### src/rtl/skt_pkg.sv
package skt_pkg;

	localparam int DEPTH    = 16;
	localparam int KEY_BITS = 32;
	localparam int IDX_W    = $clog2(DEPTH);
	localparam int CNT_W    = $clog2(DEPTH + 1);

	localparam logic [2:0] FN_INSERT        = 3'd0;
	localparam logic [2:0] FN_INSERT_UNIQUE = 3'd1;
	localparam logic [2:0] FN_REMOVE        = 3'd2;
	localparam logic [2:0] FN_SEARCH        = 3'd3;
	localparam logic [2:0] FN_READ_AT       = 3'd4;

	localparam logic [2:0] ST_OK        = 3'd0;
	localparam logic [2:0] ST_NOT_FOUND = 3'd1;
	localparam logic [2:0] ST_DUPLICATE = 3'd2;
	localparam logic [2:0] ST_FULL      = 3'd3;
	localparam logic [2:0] ST_RANGE     = 3'd4;

	typedef struct packed {
		logic [2:0]  func;
		logic [31:0] key;
		logic [3:0]  position_in;
	} req_t;

	typedef struct packed {
		logic [2:0]  status;
		logic        found;
		logic [4:0]  position;
		logic [31:0] key_out;
		logic [4:0]  occupancy;
	} rsp_t;

endpackage

### src/rtl/sorted_key_table.sv
// A request runs through S_START, a binary search of at most log2(DEPTH)+1 probes
// (S_PROBE, S_COMP each), S_RESOLVE, S_MOVE_RD and S_MOVE_WR per entry moved by an
// insert or remove, S_PUT for a completed insert, and S_DONE. Read-at runs S_START,
// S_RDAT, S_DONE; a bad index or unused code goes from S_START to S_DONE. One request
// at a time; one key memory serves every probe and move, one comparator every probe.
// Reset clears the entry count and the handshake state; the key memory is not cleared.
module sorted_key_table (
	input  logic          clk,
	input  logic          arst_n,
	input  logic          req_valid,
	output logic          req_ready,
	input  skt_pkg::req_t req,
	output logic          rsp_valid,
	input  logic          rsp_ready,
	output skt_pkg::rsp_t rsp
);

	localparam int IDX_W = skt_pkg::IDX_W;
	localparam int CNT_W = skt_pkg::CNT_W;
	localparam int KB    = skt_pkg::KEY_BITS;

	typedef enum logic [9:0] {
		S_IDLE    = 10'b0000000001,
		S_START   = 10'b0000000010,
		S_PROBE   = 10'b0000000100,
		S_COMP    = 10'b0000001000,
		S_RESOLVE = 10'b0000010000,
		S_MOVE_RD = 10'b0000100000,
		S_MOVE_WR = 10'b0001000000,
		S_PUT     = 10'b0010000000,
		S_RDAT    = 10'b0100000000,
		S_DONE    = 10'b1000000000
	} state_t;

	state_t state_q;

	logic [KB-1:0]    mem [skt_pkg::DEPTH];
	logic [KB-1:0]    rd_data_q;
	logic [IDX_W-1:0] rd_addr;
	logic             we;
	logic [IDX_W-1:0] wa;
	logic [KB-1:0]    wd;

	logic [2:0]       func_q;
	logic [KB-1:0]    key_q;
	logic [3:0]       idx_q;
	logic [CNT_W-1:0] count_q;
	logic [CNT_W-1:0] lo_q;
	logic [CNT_W-1:0] hi1_q;
	logic [CNT_W-1:0] mid_q;
	logic [CNT_W-1:0] pos_q;
	logic [CNT_W-1:0] dst_q;
	logic             ins_q;
	logic             found_q;
	logic [2:0]       status_q;
	logic [KB-1:0]    kout_q;

	logic             rsp_valid_q;
	skt_pkg::rsp_t    rsp_q;

	logic [CNT_W:0]   mid_sum;
	logic [CNT_W-1:0] mid;
	logic [CNT_W-1:0] src;
	logic [CNT_W-1:0] nlo;
	logic [CNT_W-1:0] dst_dn;
	logic [CNT_W-1:0] dst_up;
	logic             full;
	logic             idx_ok;

	assign mid_sum = {1'b0, lo_q} + {1'b0, hi1_q} - (CNT_W+1)'(1);
	assign mid     = mid_sum[CNT_W:1];
	assign nlo     = mid_q + CNT_W'(1);
	assign dst_dn  = dst_q - CNT_W'(1);
	assign dst_up  = dst_q + CNT_W'(1);
	assign src     = ins_q ? dst_dn : dst_up;
	assign full    = (count_q == CNT_W'(skt_pkg::DEPTH));
	assign idx_ok  = (CNT_W'(idx_q) < count_q);

	assign req_ready = (state_q == S_IDLE);
	assign rsp_valid = rsp_valid_q;
	assign rsp       = rsp_q;

	always_comb begin
		unique case (state_q)
			S_START:   rd_addr = idx_q[IDX_W-1:0];
			S_PROBE:   rd_addr = mid[IDX_W-1:0];
			S_MOVE_RD: rd_addr = src[IDX_W-1:0];
			default:   rd_addr = '0;
		endcase
	end

	always_comb begin
		we = 1'b0;
		wa = dst_q[IDX_W-1:0];
		wd = rd_data_q;
		unique case (state_q)
			S_MOVE_WR: we = 1'b1;
			S_PUT: begin
				we = 1'b1;
				wa = pos_q[IDX_W-1:0];
				wd = key_q;
			end
			default: we = 1'b0;
		endcase
	end

	always_ff @(posedge clk) begin
		if (we)
			mem[wa] <= wd;
		rd_data_q <= mem[rd_addr];
	end

	always_ff @(posedge clk) begin
		unique case (state_q)
			S_IDLE: begin
				if (req_valid) begin
					func_q <= req.func;
					key_q  <= req.key[KB-1:0];
					idx_q  <= req.position_in;
				end
			end
			S_START: begin
				found_q  <= 1'b0;
				status_q <= skt_pkg::ST_OK;
				kout_q   <= '0;
				pos_q    <= '0;
				lo_q     <= '0;
				hi1_q    <= count_q;
				if (func_q == skt_pkg::FN_READ_AT) begin
					pos_q <= CNT_W'(idx_q);
					if (!idx_ok)
						status_q <= skt_pkg::ST_RANGE;
				end
			end
			S_PROBE: mid_q <= mid;
			S_COMP: begin
				if (key_q > rd_data_q) begin
					lo_q  <= nlo;
					pos_q <= nlo;
				end else if (key_q < rd_data_q) begin
					hi1_q <= mid_q;
					pos_q <= mid_q;
				end else begin
					pos_q   <= mid_q;
					found_q <= 1'b1;
				end
			end
			S_RESOLVE: begin
				ins_q <= 1'b1;
				dst_q <= count_q;
				if (func_q == skt_pkg::FN_SEARCH) begin
					if (!found_q)
						status_q <= skt_pkg::ST_NOT_FOUND;
				end else if (func_q == skt_pkg::FN_REMOVE) begin
					ins_q <= 1'b0;
					dst_q <= pos_q;
					if (!found_q)
						status_q <= skt_pkg::ST_NOT_FOUND;
				end else if (func_q == skt_pkg::FN_INSERT_UNIQUE && found_q) begin
					status_q <= skt_pkg::ST_DUPLICATE;
				end else if (full) begin
					status_q <= skt_pkg::ST_FULL;
				end
			end
			S_MOVE_WR: dst_q <= ins_q ? dst_dn : dst_up;
			S_RDAT: kout_q <= rd_data_q;
			default: begin
			end
		endcase
	end

	always_ff @(posedge clk or negedge arst_n) begin
		if (!arst_n) begin
			state_q     <= S_IDLE;
			count_q     <= '0;
			rsp_valid_q <= 1'b0;
		end else begin
			if (state_q == S_DONE && (!rsp_valid_q || rsp_ready))
				rsp_valid_q <= 1'b1;
			else if (rsp_ready)
				rsp_valid_q <= 1'b0;
			unique case (state_q)
				S_IDLE: begin
					if (req_valid)
						state_q <= S_START;
				end
				S_START: begin
					priority if (func_q == skt_pkg::FN_READ_AT)
						state_q <= idx_ok ? S_RDAT : S_DONE;
					else if (func_q > skt_pkg::FN_READ_AT)
						state_q <= S_DONE;
					else if (count_q == '0)
						state_q <= S_RESOLVE;
					else
						state_q <= S_PROBE;
				end
				S_PROBE: state_q <= S_COMP;
				S_COMP: begin
					if (key_q > rd_data_q)
						state_q <= (nlo >= hi1_q) ? S_RESOLVE : S_PROBE;
					else if (key_q < rd_data_q)
						state_q <= (lo_q >= mid_q) ? S_RESOLVE : S_PROBE;
					else
						state_q <= S_RESOLVE;
				end
				S_RESOLVE: begin
					priority if (func_q == skt_pkg::FN_SEARCH) begin
						state_q <= S_DONE;
					end else if (func_q == skt_pkg::FN_REMOVE) begin
						if (!found_q) begin
							state_q <= S_DONE;
						end else if (pos_q + CNT_W'(1) < count_q) begin
							state_q <= S_MOVE_RD;
						end else begin
							count_q <= count_q - CNT_W'(1);
							state_q <= S_DONE;
						end
					end else if (func_q == skt_pkg::FN_INSERT_UNIQUE && found_q) begin
						state_q <= S_DONE;
					end else if (full) begin
						state_q <= S_DONE;
					end else begin
						state_q <= (count_q > pos_q) ? S_MOVE_RD : S_PUT;
					end
				end
				S_MOVE_RD: state_q <= S_MOVE_WR;
				S_MOVE_WR: begin
					if (ins_q) begin
						state_q <= (dst_dn > pos_q) ? S_MOVE_RD : S_PUT;
					end else if (dst_up + CNT_W'(1) < count_q) begin
						state_q <= S_MOVE_RD;
					end else begin
						count_q <= count_q - CNT_W'(1);
						state_q <= S_DONE;
					end
				end
				S_PUT: begin
					count_q <= count_q + CNT_W'(1);
					state_q <= S_DONE;
				end
				S_RDAT: state_q <= S_DONE;
				S_DONE: begin
					if (!rsp_valid_q || rsp_ready)
						state_q <= S_IDLE;
				end
				default: state_q <= S_IDLE;
			endcase
		end
	end

	// response beat register, loaded when the sequencer finishes
	always_ff @(posedge clk) begin
		if (state_q == S_DONE && (!rsp_valid_q || rsp_ready)) begin
			rsp_q.status    <= status_q;
			rsp_q.found     <= found_q;
			rsp_q.position  <= 5'(pos_q);
			rsp_q.key_out   <= 32'(kout_q);
			rsp_q.occupancy <= 5'(count_q);
		end
	end

endmodule

### config.mk
export PLATFORM = sky130hd
export DESIGN_NAME = sorted_key_table
export DESIGN_NICKNAME = d
export VERILOG_FILES = /design/src/rtl/skt_pkg.sv /design/src/rtl/sorted_key_table.sv
export SDC_FILE = /design/constraint.sdc
export NUM_CORES = 1
export LEC_CHECK = 0
export BUFFER_PORTS_ARGS = -buffer_cell sky130_fd_sc_hd__buf_2
export CAP_MARGIN = 30
export CORE_MARGIN = 8
export CORE_UTILIZATION = 25
export CTS_CLUSTER_SIZE = 25
export DETAILED_ROUTE_END_ITERATION = 8
export PLACE_DENSITY = 0.41
export SLEW_MARGIN = 40
export SYNTH_ARGS = -nofsm -noshare
export SYNTH_HDL_FRONTEND = slang
export SYNTH_SLANG_ARGS = --single-unit
### constraint.sdc
create_clock -name clk -period 12.13 [get_ports clk]
set_clock_uncertainty 0.15 [all_clocks]
set_input_delay 2.426 -clock clk [delete_from_list [all_inputs] [get_ports clk]]
set_output_delay 2.426 -clock clk [all_outputs]
set_load 0.05 [all_outputs]
==> key figures <==
Outcome
  • Status: finished, final reports clean

Cells and area
  • Share of layout cells above drive strength 1: 0.1747
  • FF/Latch Area: 20830 um^2
  • Multi-input logic area: 7335 um^2
  • NumNets Final: 2104
  • Final instance area: 34060 um^2
  • Inserted Diodes: 0
  • Core Util, Final: 0.2983
  • Area growth, synth to finish: 18.64%
  • Fillers: 11400

Yosys
  • Syn Std Cell Area: 28710 um^2
  • Syn avg cell area: 15.41 um^2
  • Seq/Total Area, Yosys: 0.7256
  • Yosys reg bits: 707
  • Cells after Synth: 1863
  • Async set-or-reset flop fraction in the synthesized netlist: 0.02263
  • Synth warnings: 0
  • Mapped Nets: 1988
  • Post-synth EDFFs: 659
  • Netlist cell types: 66
  • Main synth FF type: edfxtp_1

Global route
  • Vias in the first global route: 17720
  • Initial antenna violation count: 0
  • Largest net degree at the start of global routing: 111
  • Gr usage total: 0.1259
  • Global-route wire length before repair: 120.6 mm
  • GR Overflow Total: 0

Placement
  • GP Congestion: 0.7703
  • HPWL Detailed: 47.74 mm
  • IO buf count: 90
  • Placed Area: 31330 um^2
  • DP Worst Slack: 7.401 ns

CTS
  • Worst-path clk slew: 0.06 ns
  • CTS buffer count: 79
  • CTS root buf: clkbuf_16
  • Clock Path Buffers: 3
  • CTS tree: built
  • Hold_buf cts: 0
  • Post-CTS sizing: 0
  • CTS Sinks: 707
  • Skew-Pair Late Insertion Delay: 0.63 ns
  • Max H-tree Level: 3
  • Post-CTS setup buffer count: 0

Critical path
  • CP Data Arrival Time: 2.81 ns
  • Kind of cell adding the most delay to the critical path: simple AND/OR/NAND/NOR gates
  • Nature of the critical path startpoint: flop
  • Worst path bufs/invs: 1
  • Worst setup path startpoint: state_q[5]$_DFFE_PN0P_
  • Reg-to-reg setup timing slack: 7.42 ns
  • Critical Path Slowest Stage Cell: nor4_1
  • Delay of the slowest critical-path stage: 0.67 ns
  • CP max FO: 7
  • Worst r2r src: state_q[5]$_DFFE_PN0P_
  • Crit path capture type: output pin
  • Reg2reg end: mem[2][10]$_DFFE_PP_
  • Worst path required time: 9.55 ns
  • Crit path depth: 4
  • Crit path cell chain: nor4_1 -> nand2_1 -> nor3b_1 -> buf_2
  • WS Path Type: flop to output pin
  • Crit path capture: req_ready
  • Reg2reg path depth: 8

Timing
  • Post-route minimum period: 5.385 ns
  • Slew headroom: 0.4325
  • Hold violation count in the final report: 0
  • FMAX: 185.7 MHz
  • Fin crit share: 0.4440
  • Fin. max-slew vios: 0
  • Worst Tran Pin Value: 0.8482 ns
  • Setup TNS: 0 ns
  • Setup violators final: 0
  • Worst Slack Setup Final: 6.745 ns
  • RSZ-0062 raised after global routing: no

Detailed routing
  • Number of DRC markers in iteration 0: 1024
  • Via count: 16900
  • DR vias/cell: 4.751
  • DR pass1 iterations: 5
  • Antenna viol nets, final: 0
  • WL/cell: 22.78 um
  • Post-Route WL: 81.00 mm
  • Drt drc: 0

Power
  • Peak supply drop: 0.0001043 V
  • Pwr Density: 203.8 nW/um^2
  • Leakage: 11.35 nW

Die
  • IO Pins: 91
  • Die Y: 354.9 um
  • Initial core utilization: 0.2514
  • Die W: 354.9 um
  • DIE AREA: 125900 um^2
  • Core Region: 114200 um^2
  • Rows: 124

Worst hold path
  • Hold Path Class: flop to flop

Job
  • Max-cap violations: 0
==> Yosys cell counts (8+ instances only) <==
cell type / count / share of area
a21o_1: 14 / 0.0037
a21oi_1: 38 / 0.0066
a221oi_1: 225 / 0.069
a221oi_2: 33 / 0.017
a22o_1: 33 / 0.010
and2_1: 40 / 0.0087
buf_2: 25 / 0.0044
clkbuf_1: 81 / 0.011
dfrtp_1: 15 / 0.013
dfxtp_1: 32 / 0.022
edfxtp_1: 659 / 0.69
ha_1: 80 / 0.035
inv_1: 75 / 0.0098
mux2i_1: 9 / 0.0031
nand2_1: 66 / 0.0086
nand2b_1: 8 / 0.0017
nand3_1: 20 / 0.0035
nand4_1: 13 / 0.0028
nor2_1: 111 / 0.015
nor2b_1: 11 / 0.0024
nor3_1: 74 / 0.013
o21ai_0: 51 / 0.0089
or3_1: 34 / 0.0074
xnor2_1: 18 / 0.0055
xor2_1: 10 / 0.0031
==> report_power, final <==
group | internal (mW) | switching [mW]
registers | 3.03 | 0.142
logic | 0.399 | 0.891
clock network | 1.50 | 0.975
total | 4.93 | 2.01
==> area by class of cell <==
cell class,count,area share
clock inverters,39,0.01341
flip-flops and latches,707,0.6116
clock buffers,107,0.06623
repair buffers,154,0.02950
inverters,76,0.008376
multi-input cells,961,0.2153
well taps,1512,0.05554
==> registers in the layout, summed over array words and instances, names as in the netlist, 10 cells and up <==
register and cells:
mem 512, rsp 46, key_q 32, kout_q 32
rd_data_q 32, state_q 10
==> kinds of logic after synthesis <==
group                    Yosys count  synth area share
flip-flops                       707            0.7256
multiplexers                      12          0.004315
buffers and inverters            195           0.02815
XOR/XNOR                          28          0.008542
adder cells (fa/ha/maj)           82           0.03626
AO/OA/AOI/OAI                    435            0.1268
AND/OR/NAND/NOR                  404           0.07034
==> placed cells by master, fill, tap and decap left out, types with 14 or more instances in the layout <==
| cell | instances |
|---|---|
| clkbuf_1 | 14 |
| dfxtp_1 | 32 |
| nand2_1 | 64 |
| o21ai_0 | 46 |
| nor2_1 | 93 |
| a221oi_1 | 225 |
| xnor2_1 | 18 |
| buf_4 | 54 |
| clkbuf_16 | 82 |
| inv_1 | 75 |
| a21oi_1 | 36 |
| nor2_4 | 18 |
| or3_1 | 34 |
| and2_1 | 39 |
| nor3_1 | 74 |
| a221oi_2 | 33 |
| dfrtp_1 | 15 |
| edfxtp_1 | 659 |
| a21o_1 | 14 |
| buf_2 | 91 |
| ha_1 | 80 |
| a22o_1 | 33 |
| nand3_1 | 20 |
==> worst min path at each step <==
stage | startpoint | endpoint | slack, ns | cells past startpoint
2_1_floorplan | kout_q[5]$_SDFFCE_PN0P_ | rsp[10]$_DFFE_PP_ | 0.25 | 0
3_3_place_gp | kout_q[22]$_SDFFCE_PN0P_ | rsp[27]$_DFFE_PP_ | 0.25 | 0
3_5_place_dp | kout_q[19]$_SDFFCE_PN0P_ | rsp[24]$_DFFE_PP_ | 0.26 | 0
6_report | kout_q[25]$_SDFFCE_PN0P_ | rsp[30]$_DFFE_PP_ | 0.26 | 0
5_1_grt | kout_q[25]$_SDFFCE_PN0P_ | rsp[30]$_DFFE_PP_ | 0.27 | 0
4_1_cts | kout_q[25]$_SDFFCE_PN0P_ | rsp[30]$_DFFE_PP_ | 0.27 | 0
==> worst reg2reg max path, delay by kind of cell (launching register included) <==
| family | cells | cell delay [ns] |
|---|---|---|
| AOI/OAI and AO/OA | 1 | 0.59 |
| DFF | 1 | 0.44 |
| buffers and inverters | 3 | 1.67 |
| and+or+nand+nor | 4 | 1.49 |
==> layer usage <==
layer | global-route usage | up-vias | routed length, um
li1 | - | 7727 | -
met2 | 0.2093 | 338 | 39050
met4 | 0.03875 | 0 | 1898
met3 | 0.01879 | 109 | 3141
met1 | 0.1693 | 8722 | 36910
met5 | 0 | - | 0
==> through the flow <==
stage	cells	total power [mW]	hold WS [ns]
2_1_floorplan	1863	3.931	0.2503
3_3_place_gp	3406	4.489	0.2547
3_5_place_dp	3410	4.530	0.2561
4_1_cts	3556	7.038	0.2670
5_1_grt	3556	7.257	0.2745
6_report	3556	6.940	0.2631
(Power assumes the default switching activity.)
